===== src/sv/lors_pkg.sv =====
`timescale 1ns / 1ps

package lors_pkg;

	// Fixed field widths of the stream items.
	localparam int SAMPLE_W    = 20;
	localparam int SLOPE_W     = 32;
	localparam int S_TDATA_W   = 24;
	localparam int M_TDATA_W   = 32;

	typedef enum logic [2:0] {
		ST_ACC,
		ST_LOAD,
		ST_MUL_A,
		ST_MUL_B,
		ST_SIGN,
		ST_DIV,
		ST_OUT
	} lors_state_t;

	// Commands from the controller to the datapath.
	typedef struct packed {
		logic acc_en;
		logic load_a;
		logic load_b;
		logic mul_step;
		logic mul_top;
		logic abs_load;
		logic div_step;
		logic out_load;
	} lors_cmd_t;

	// Status from the datapath to the controller.
	typedef struct packed {
		logic out_free;
	} lors_sts_t;

endpackage


===== src/sv/lors_ctrl.sv =====
`timescale 1ns / 1ps

module lors_ctrl import lors_pkg::*; #(
	parameter int MUL_STEPS = 36,
	parameter int DIV_STEPS = 91
) (
	input  logic      clk,
	input  logic      arst_n,
	input  logic      s_tvalid,
	input  logic      s_tlast,
	output logic      s_tready,
	input  lors_sts_t sts,
	output lors_cmd_t cmd
);

	localparam int MAX_STEPS = (MUL_STEPS > DIV_STEPS) ? MUL_STEPS : DIV_STEPS;
	localparam int CNT_W     = $clog2(MAX_STEPS);

	lors_state_t       state_q, state_d;
	logic [CNT_W-1:0]  cnt_q, cnt_d;

	always_ff @(posedge clk or negedge arst_n) begin
		if (!arst_n) begin
			state_q <= ST_ACC;
			cnt_q   <= '0;
		end else begin
			state_q <= state_d;
			cnt_q   <= cnt_d;
		end
	end

	always_comb begin
		state_d  = state_q;
		cnt_d    = cnt_q;
		cmd      = '0;
		s_tready = 1'b0;
		case (state_q)
			ST_ACC: begin
				s_tready = 1'b1;
				if (s_tvalid) begin
					cmd.acc_en = 1'b1;
					if (s_tlast) begin
						state_d = ST_LOAD;
					end
				end
			end
			ST_LOAD: begin
				cmd.load_a = 1'b1;
				cnt_d      = '0;
				state_d    = ST_MUL_A;
			end
			ST_MUL_A: begin
				cmd.mul_step = 1'b1;
				cnt_d        = cnt_q + 1'b1;
				if (cnt_q == CNT_W'(MUL_STEPS - 1)) begin
					cmd.mul_top = 1'b1;
					cmd.load_b  = 1'b1;
					cnt_d       = '0;
					state_d     = ST_MUL_B;
				end
			end
			ST_MUL_B: begin
				cmd.mul_step = 1'b1;
				cnt_d        = cnt_q + 1'b1;
				if (cnt_q == CNT_W'(MUL_STEPS - 1)) begin
					cmd.mul_top = 1'b1;
					cnt_d       = '0;
					state_d     = ST_SIGN;
				end
			end
			ST_SIGN: begin
				cmd.abs_load = 1'b1;
				cnt_d        = '0;
				state_d      = ST_DIV;
			end
			ST_DIV: begin
				cmd.div_step = 1'b1;
				cnt_d        = cnt_q + 1'b1;
				if (cnt_q == CNT_W'(DIV_STEPS - 1)) begin
					cnt_d   = '0;
					state_d = ST_OUT;
				end
			end
			ST_OUT: begin
				if (sts.out_free) begin
					cmd.out_load = 1'b1;
					state_d      = ST_ACC;
				end
			end
			default: begin
				state_d = ST_ACC;
				cnt_d   = '0;
			end
		endcase
	end

`ifndef SYNTH
	a_last_starts_fit: assert property (@(posedge clk) disable iff (!arst_n)
		s_tvalid && s_tready && s_tlast |=> state_q == ST_LOAD)
		else $error("last item did not start the fit");

	a_load_when_free: assert property (@(posedge clk) disable iff (!arst_n)
		cmd.out_load |-> sts.out_free)
		else $error("result loaded over an unaccepted one");

	a_div_ends: assert property (@(posedge clk) disable iff (!arst_n)
		state_q == ST_DIV && cnt_q == CNT_W'(DIV_STEPS - 1) |=> state_q == ST_OUT)
		else $error("division did not end after its step count");

	a_one_phase: assert property (@(posedge clk) disable iff (!arst_n)
		$onehot0({cmd.acc_en, cmd.load_a, cmd.mul_step, cmd.abs_load,
			cmd.div_step, cmd.out_load}))
		else $error("datapath commands overlap");
`endif

endmodule


===== config.mk =====
export PLATFORM = sky130hd
export DESIGN_NAME = lors_ctrl
export DESIGN_NICKNAME = d
export VERILOG_FILES = /design/src/sv/lors_pkg.sv /design/src/sv/lors_ctrl.sv
export SDC_FILE = /design/constraint.sdc
export NUM_CORES = 1
export LEC_CHECK = 0
export BUFFER_PORTS_ARGS = -buffer_cell sky130_fd_sc_hd__buf_4
export CAP_MARGIN = 20
export CORE_MARGIN = 5
export CORE_UTILIZATION = 52
export DETAILED_ROUTE_END_ITERATION = 8
export PLACE_DENSITY = 0.87
export SKIP_LAST_GASP = 1
export SYNTH_ARGS = -nofsm -noshare
export SYNTH_HDL_FRONTEND = slang
export SYNTH_SLANG_ARGS = --single-unit

===== constraint.sdc =====
create_clock -name clk -period 1.6 [get_ports clk]
set_input_delay 0.4 -clock clk [delete_from_list [all_inputs] [get_ports clk]]
set_output_delay 0.4 -clock clk [all_outputs]
set_load 0.05 [all_outputs]

# Word-level counts from Yosys, hierarchy flattened
# Index checks and enable logic that the tools add are counted.
# totals
reg_bits	10
latchBits	0
mem_bits_rw	0
rom_bits	0
elab_cells	42
n_memories	0
# op_classes
n_addsub	1
n_mul	0
div_mod_pow	0
order_cmp	0
n_eq_ne	14
shifts	0
mux	21
n_bitwise	0
reduce_logical	4
# ops
operator	n
$pmux W3 S7	1
$pmux W7 S3	1
$mux W3	6
$mux W7	2
$ne A2 B2 Y1 const B	6
$mux W1	10
$eq A3 B3 Y1 const B	3
$add A7 B1 Y7 const B	1
$eq A7 B6 Y1 const B	1
$eq A7 B7 Y1 const B	1
$eq A3 B2 Y1 const B	2
$reduce_and A6 Y1	1
$reduce_or A2 Y1	2
$eq A3 B1 Y1 const B	1
$logic_not A3 Y1	1
$mux W2	1

# Logic depth before layout (Yosys ltp)
# Gate-level depths: netlist (run 1).
# depth
depth_word	3
ltp_mapped	6
depth_no_buf	6

# Least setup slack after synthesis (run 1)
# No wires, ideal clock.
# synth_timing
kind	register to output
from	reg state_q[1]
to	out cmd[7] (netlist name)
t_arrival_ps	2251
required_ps	1200
slack_ps	-1051
path_stages_with_launch	4
cell_sequence	dfrtp_1 > buf_2 > nor3_1 > and2_1
# synth_lines
element	line	rtl
from (decl)	lors_ctrl.sv:19	lors_state_t state_q, state_d;
from (signal assigned)	lors_ctrl.sv:27	state_q <= state_d;
to (decl)	lors_ctrl.sv:13	output lors_cmd_t cmd

# Worst setup path in the final report (run 1)
# layout_timing
from	reg cnt_q[0]
to	reg cnt_q[6]
# layout_between
elab_chain_len	3
# layout_rtl
element	line	rtl
from (decl)	lors_ctrl.sv:20	logic [CNT_W-1:0] cnt_q, cnt_d;
from (signal assigned)	lors_ctrl.sv:28	cnt_q <= cnt_d;
$add A7 B1 Y7, or another cell as far along	lors_ctrl.sv:54, lors_ctrl.sv:64, lors_ctrl.sv:78	
$mux W7 (on tied branches)	lors_ctrl.sv:79, lors_ctrl.sv:55, lors_ctrl.sv:65	
$pmux W7 S3 (*)	lors_ctrl.sv:37	case (state_q)
# Every way passes the cells marked *; elsewhere a longest branch is shown, timed or not.
# A chain may end at the register's enable or synchronous reset.

==> results of run 1 <==
per-layer routing:
layer | vias up | GRT usage
met2 | 90 | 0.4945
met5 | - | 0
li1 | 334 | -
met3 | 20 | 0.06641
met1 | 428 | 0.3669
met4 | 0 | 0.09945
synthesized netlist by cell type:
| master | n | area share |
|---|---|---|
| and2_1 | 1 | 0.0090 |
| nand2_1 | 3 | 0.016 |
| and4bb_2 | 1 | 0.018 |
| and3b_2 | 1 | 0.014 |
| buf_2 | 1 | 0.0072 |
| nor3_2 | 1 | 0.014 |
| o2111ai_1 | 3 | 0.038 |
| clkbuf_1 | 1 | 0.0054 |
| nor3_1 | 4 | 0.029 |
| and4_1 | 1 | 0.013 |
| nor4b_4 | 1 | 0.034 |
| a21boi_4 | 1 | 0.027 |
| a21oi_1 | 3 | 0.022 |
| dfrtp_1 | 10 | 0.36 |
| and3_2 | 1 | 0.011 |
| inv_1 | 4 | 0.022 |
| mux2i_1 | 2 | 0.029 |
| nor2_1 | 6 | 0.032 |
| a21oi_2 | 1 | 0.013 |
| a22o_1 | 1 | 0.013 |
| o31ai_1 | 1 | 0.011 |
| xor2_1 | 4 | 0.050 |
| buf_4 | 1 | 0.011 |
| a211oi_4 | 1 | 0.029 |
| xor2_2 | 1 | 0.023 |
| or2_1 | 1 | 0.0090 |
| a211oi_1 | 1 | 0.011 |
| o211ai_1 | 1 | 0.011 |
| ha_1 | 2 | 0.036 |
| nand3b_4 | 1 | 0.029 |
| and3_1 | 2 | 0.018 |
| o21ai_0 | 4 | 0.029 |
| and2_2 | 1 | 0.011 |
sequential cells by signal (all words and copies together), names as in the netlist:
name and flops:
state_q 3, cnt_q 7
cells by family (layout without fill, tap and decap cells):
logic type / after synthesis / count (layout) / share of synthesized area
simple gates: 25 / 25 / 0.2567
compound gates: 17 / 17 / 0.2011
flops: 10 / 10 / 0.3591
buf+inv: 7 / 50 / 0.04487
xor+xnor: 5 / 5 / 0.07361
fa+ha+maj: 2 / 2 / 0.03590
mux: 2 / 2 / 0.02873
worst reg2reg max path, stage by stage (launching register included):
cell      delay, ns
dfrtp_1        0.38
ha_2           0.21
nor4b_4        0.25
nand3b_4       0.16
buf_4          0.17
buf_4          0.13
buf_6          0.13
a211oi_4       0.33
nor2_1         0.12
area by class of cell:
class,instances,area [um^2]
multi-input combinational,51,503.0
timing repair buffer,42,404.1
sequential,10,251.5
fill,26,43.79
clock buffer,4,36.28
inverter,4,27.53
tap,15,18.77
power by group through the flow:
stage | Clock [W] | Sequential, W | Combinational, W
global placement | 0 | 0.000258 | 0.0000127
floorplan | 0 | 0.000258 | 0.0000000291
detailed placement | 0 | 0.000258 | 0.0000132
finish | 0.000254 | 0.000252 | 0.0000169
global route | 0.000260 | 0.000252 | 0.0000176
CTS | 0.000234 | 0.000252 | 0.0000155
path summary, 6_finish.rpt:
| path | slack, ns | to |
|---|---|---|
| max | -0.41 | cnt_q[6] |
| min in group clk | 0.57 | state_q[2] |
| max reg2reg | -0.41 | cnt_q[6] |
| min reg2reg | 0.71 | cnt_q[4] |
| min | 0.51 | cnt_q[3] |
| max in group asynchronous | 0.92 | state_q[0] |
timing repair:
item / in CTS / in global routing
hold buffers: 1 / 0
endpoints found under the setup margin: 15 / 18
gates resized for setup: 28 / 12
setup buffers: 11 / 5
hold endpoints to repair: 10 / 0
pin swaps: 12 / 5
through the flow:
stage	setup slack [ns]	util	power, W	cells	TNS [ns]
global placement	-0.03718	0.7420	0.0002702	106	-0.05411
finish	-0.4104	0.9659	0.0005237	126	-4.692
detailed placement	-0.07889	0.7420	0.0002707	106	-0.4832
CTS	-0.3478	0.9124	0.0005021	122	-1.979
floorplan	-0.2100	-	0.0002576	68	-0.5583
global route	-0.4685	0.9659	0.0005303	126	-5.216
==> impl_metrics.py, run 1 <==
metrics = {
    "outcome": {
        "status": "finished, violations left",
        "violations": "setup timing",
    },
    "layout": {
        "drive_gt1_frac": 0.6306,
        "nNetsFinal": 119,
        "stdcell_area_um2": 1241,
        "final_common_cell": "buf_4",
        "n_antenna_cell": 0,
        "layout_common_cells": "23 x buf_4, 13 x buf_6, 9 x dfrtp_1, 5 x nor2_1, 5 x buf_8",
        "areaGrowthSynthToFinish_pct": 78.10,
    },
    "timing": {
        "fin_ws_ns": -0.4104,
        "drv_slew": 0,
        "tightest_slew_ns": 0.3377,
        "post-route-period-util": 1.257,
        "period_needed_ns": 2.010,
        "setup_viol": 17,
        "relSlewSlack": 0.7741,
        "fmax_mhz": 497.4,
        "timing.hold.ws_ns": 0.5085,
        "rsz0062_at_grt": "yes",
        "finClkSkew_ns": 0.005281,
        "finalHoldViolCount": 0,
    },
    "pwr": {
        "p_seq_frac": 0.482,
        "ir_drop_v": 0.0004413,
        "switching_share": 0.2381,
        "p_leak_nw": 0.5904,
        "power.internal_w": 0.0003990,
        "clkPwrFrac": 0.486,
        "power_switching_w": 0.0001247,
        "p_comb_frac": 0.032,
        "powerDensity_nw_per_um2": 421.9,
    },
    "setup_path": {
        "worstPathMaxFanout": 5,
        "slowest_delay_ns": 0.38,
        "cp.required_ns": 1.75,
        "crit_cells": 8,
        "crit_type": "flip-flop to flip-flop",
        "r2r_cells": 8,
        "crit_arrival_ns": 2.17,
        "reg2reg_from": "cnt_q[0]",
        "critPathCaptureType": "flip-flop",
        "crit_family": "simple AND/OR/NAND/NOR gates",
        "worst-path-buf-inv": 3,
        "startpoint_type": "flip-flop",
        "crit_chain": "ha_2, nor4b_4, nand3b_4, buf_4, buf_4, buf_6, a211oi_4, nor2_1",
        "worstSetupStartpoint": "cnt_q[0]",
        "slowest_stage": "dfrtp_1",
        "crit_path_frequent_cell": "buf_4",
    },
    "global_route": {
        "grt_pass1_vias": 813,
        "grt_max_degree": 11,
        "grt_usage": 0.2937,
        "grt_pass1_wl_um": 4236,
        "overflow": 0,
        "antenna_found_initial": 0,
    },
    "yosys": {
        "synth.distinct_cells": 33,
        "syn-num-nets": 75,
        "yosys_warnings": 0,
        "syn_inst": 68,
        "avgSynthCellArea_um2": 10.25,
        "ys_seq_area_frac": 0.3591,
        "ys_ff_latch": 10,
        "syn_area_um2": 696.9,
    },
    "cts": {
        "tritoncts": "yes",
        "cts-root-buf": "clkbuf_4",
        "cts.sinks": 10,
        "insertion_delay_ns": 0.28,
        "htree_levels": 1,
        "cts.clk_slew.worst_paths_ns": 0.09,
        "cts_made_buffers": 3,
        "clockBufferDepth": 2,
    },
    "floorplan": {
        "initial_core_util": 0.5424,
        "rows": 13,
        "die_area_um2": 2172,
        "core_area_um2": 1285,
        "die_x_um": 46.61,
        "io_pins": 14,
        "die_h_um": 46.61,
    },
    "run": {
        "cap_violations": 0,
    },
    "placed_design": {
        "port_buffers": 13,
        "place_congestion": 0.8031,
        "dpl_cell_area_um2": 953.4,
        "place_hpwl_um": 1483,
    },
    "routing": {
        "drt_first_pass_iters": 4,
        "wl_per_cell_um": 27.64,
        "highest_layer": "met4",
        "vias_per_cell": 6.921,
        "via_count": 872,
        "ant_nets": 0,
        "drc": 0,
        "drt_iter0_drc": 71,
        "met3_wirelength_um": 453,
        "routed_wirelength_um": 3483,
        "wl_met1_um": 1212,
        "wl_met2_um": 1666,
    },
    "worst_hold_path": {
        "hp-class": "input port to asynchronous set/reset pin",
    },
}
No activity file was read; power rests on OpenSTA's default activity.
==> inputs of run 2 (changes only) <==
==> constraint.sdc (replaced) <==
create_clock -name clk -period 2.3 [get_ports clk]
set_input_delay 0.575 -clock clk [delete_from_list [all_inputs] [get_ports clk]]
set_output_delay 0.575 -clock clk [all_outputs]
set_load 0.05 [all_outputs]
==> run 2 against run 1 <==
The flow now finishes without violations. Critical path depth is 3 lower. First-iteration DRC count is 96% lower. Sequential cell count stayed put. Cell count is 19% lower. Critical path type is now flip-flop to primary output. Largest power group is now registers.
==> impl_metrics.py, run 2 (synthesis gave the netlist of run 1 again) <==
metrics = {
    "routing": {
        "ant_nets": 0,
        "routed_wirelength_um": 1572,
        "wl_per_cell_um": 15.41,
        "drt_iter0_drc": 3,
        "drt_first_pass_iters": 4,
        "vias_per_cell": 5.667,
        "via_count": 578,
        "drc": 0,
    },
    "timing": {
        "setup_viol": 0,
        "finalHoldViolCount": 0,
        "finClkSkew_ns": 0.005104,
        "drv_slew": 0,
        "fmax_mhz": 446.7,
        "tightest_slew_ns": 0.4804,
        "post-route-period-util": 0.9732,
        "period_needed_ns": 2.238,
        "tns_ns": 0,
        "relSlewSlack": 0.6797,
        "fin_ws_ns": 0.06161,
    },
    "floorplan": {
        "die_x_um": 46.61,
        "rows": 13,
        "io_pins": 14,
        "initial_core_util": 0.5424,
        "die_area_um2": 2172,
        "die_h_um": 46.61,
        "core_area_um2": 1285,
    },
    "setup_path": {
        "cp.required_ns": 1.73,
        "slowest_delay_ns": 0.42,
        "worstPathMaxFanout": 5,
        "crit_chain": "ha_4, nor4b_4, nand3b_4, nor3_4, buf_6",
        "slowest_stage": "dfrtp_2",
        "startpoint_type": "flip-flop",
        "crit_type": "flip-flop to primary output",
        "crit_arrival_ns": 1.66,
        "critPathCaptureType": "primary output",
        "r2r_cells": 5,
    },
    "global_route": {
        "grt_usage": 0.1696,
        "overflow": 0,
        "grt_pass1_vias": 593,
        "antenna_found_initial": 0,
        "grt_max_degree": 15,
        "grt_pass1_wl_um": 2573,
    },
    "cts": {
        "cts_made_buffers": 3,
        "cts.clk_slew.worst_paths_ns": 0.07,
        "cts.sinks": 10,
        "clockBufferDepth": 2,
        "insertion_delay_ns": 0.27,
        "cts-root-buf": "clkbuf_4",
        "htree_levels": 1,
        "tritoncts": "yes",
    },
    "layout": {
        "biggestRegsByFlops": "cnt_q x7, state_q x3",
        "fin_cells": 102,
        "drive_gt1_frac": 0.4483,
        "final_common_cell": "buf_4",
        "regMostFlops": "cnt_q",
        "nNetsFinal": 95,
        "n_antenna_cell": 0,
        "final_core_util": 0.7128,
        "stdcell_area_um2": 915.9,
        "areaGrowthSynthToFinish_pct": 31.42,
        "largest_register_ffs": 7,
        "layout_common_cells": "16 x buf_4, 9 x dfrtp_1, 5 x nor2_1",
    },
    "placed_design": {
        "port_buffers": 13,
        "place_hpwl_um": 1108,
        "place_ws_ns": 0.2907,
        "dp.cells": 93,
        "place_congestion": 0.8141,
        "dpl_cell_area_um2": 812.0,
    },
    "pwr": {
        "ir_drop_v": 0.0002273,
        "powerDensity_nw_per_um2": 379.4,
        "p_leak_nw": 0.4597,
    },
    "outcome": {
        "status": "finished, final reports clean",
    },
    "run": {
        "cap_violations": 0,
    },
    "worst_hold_path": {
        "hp-class": "input port to asynchronous set/reset pin",
    },
}
-- run 2: changes by cell type in the layout (fill, tap and decap cells not counted), moves of 2 or more --
cell,change
buf_4,-7
buf_6,-11
buf_8,-5
inv_1,+3
inv_4,-2
nor3_2,+2
nor3_4,-3
-- run 2: routing by layer --
layer | vias up | wire length [um] | global-route usage
met4 | 0 | 17 | 0.06630
met5 | - | 0 | 0
met2 | 21 | 813 | 0.2940
met1 | 272 | 641 | 0.2000
met3 | 2 | 100 | 0.03906
li1 | 283 | - | -
-- run 2: worst paths after layout --
kind	start	endpoint	slack, ns
worst max-delay path	cnt_q[1]	cmd[5]	0.06
worst min-delay path	arst_n	cnt_q[3]	0.11
worst max register to register	cnt_q[1]	cnt_q[4]	0.72
worst min register to register	cnt_q[6]	cnt_q[6]	0.59
max in group asynchronous	arst_n	cnt_q[1]	2.03
min in group clk	cnt_q[6]	cnt_q[6]	0.59
-- run 2: final cells by class --
type                       count  area [um^2]
timing repair buffer          18        142.6
clock buffer                   4        36.28
inverter                       4        15.01
tap                           15        18.77
multi-input combinational     51        451.7
sequential                    10        251.5
fill                          92        369.1
-- run 2: what timing repair did --
item | 4_1_cts | 5_1_grt
endpoints found under the setup margin | 1 | 2
hold buffers | 0 | 0
resized for setup | 2 | 5
buffers inserted | 0 | 5
pin swaps | 0 | 2
-- run 2: power by group --
part	internal, W	leakage (nW)	total (W)	switching, W
Combinational	0.00000437	0.321	0.00000881	0.00000444
Clock	0.0000963	0.0210	0.000163	0.0000667
Sequential	0.000176	0.118	0.000176	0
-- run 2: worst max-delay path: cells and delay by family, from the launching register on --
family | cells | cell delay, ns
adders and majority gates | 1 | 0.15
buffers and inverters | 1 | 0.18
DFF | 1 | 0.42
and+or+nand+nor | 3 | 0.64
-- run 2: metrics by stage --
stage	hold slack, ns	total power [W]
finish	0.1147	0.0003475
global route	0.1148	0.0003588
CTS	0.1140	0.0003499
detailed placement	0.4100	0.0001881
global placement	0.4093	0.0001880
floorplan	0.2794	0.0001792
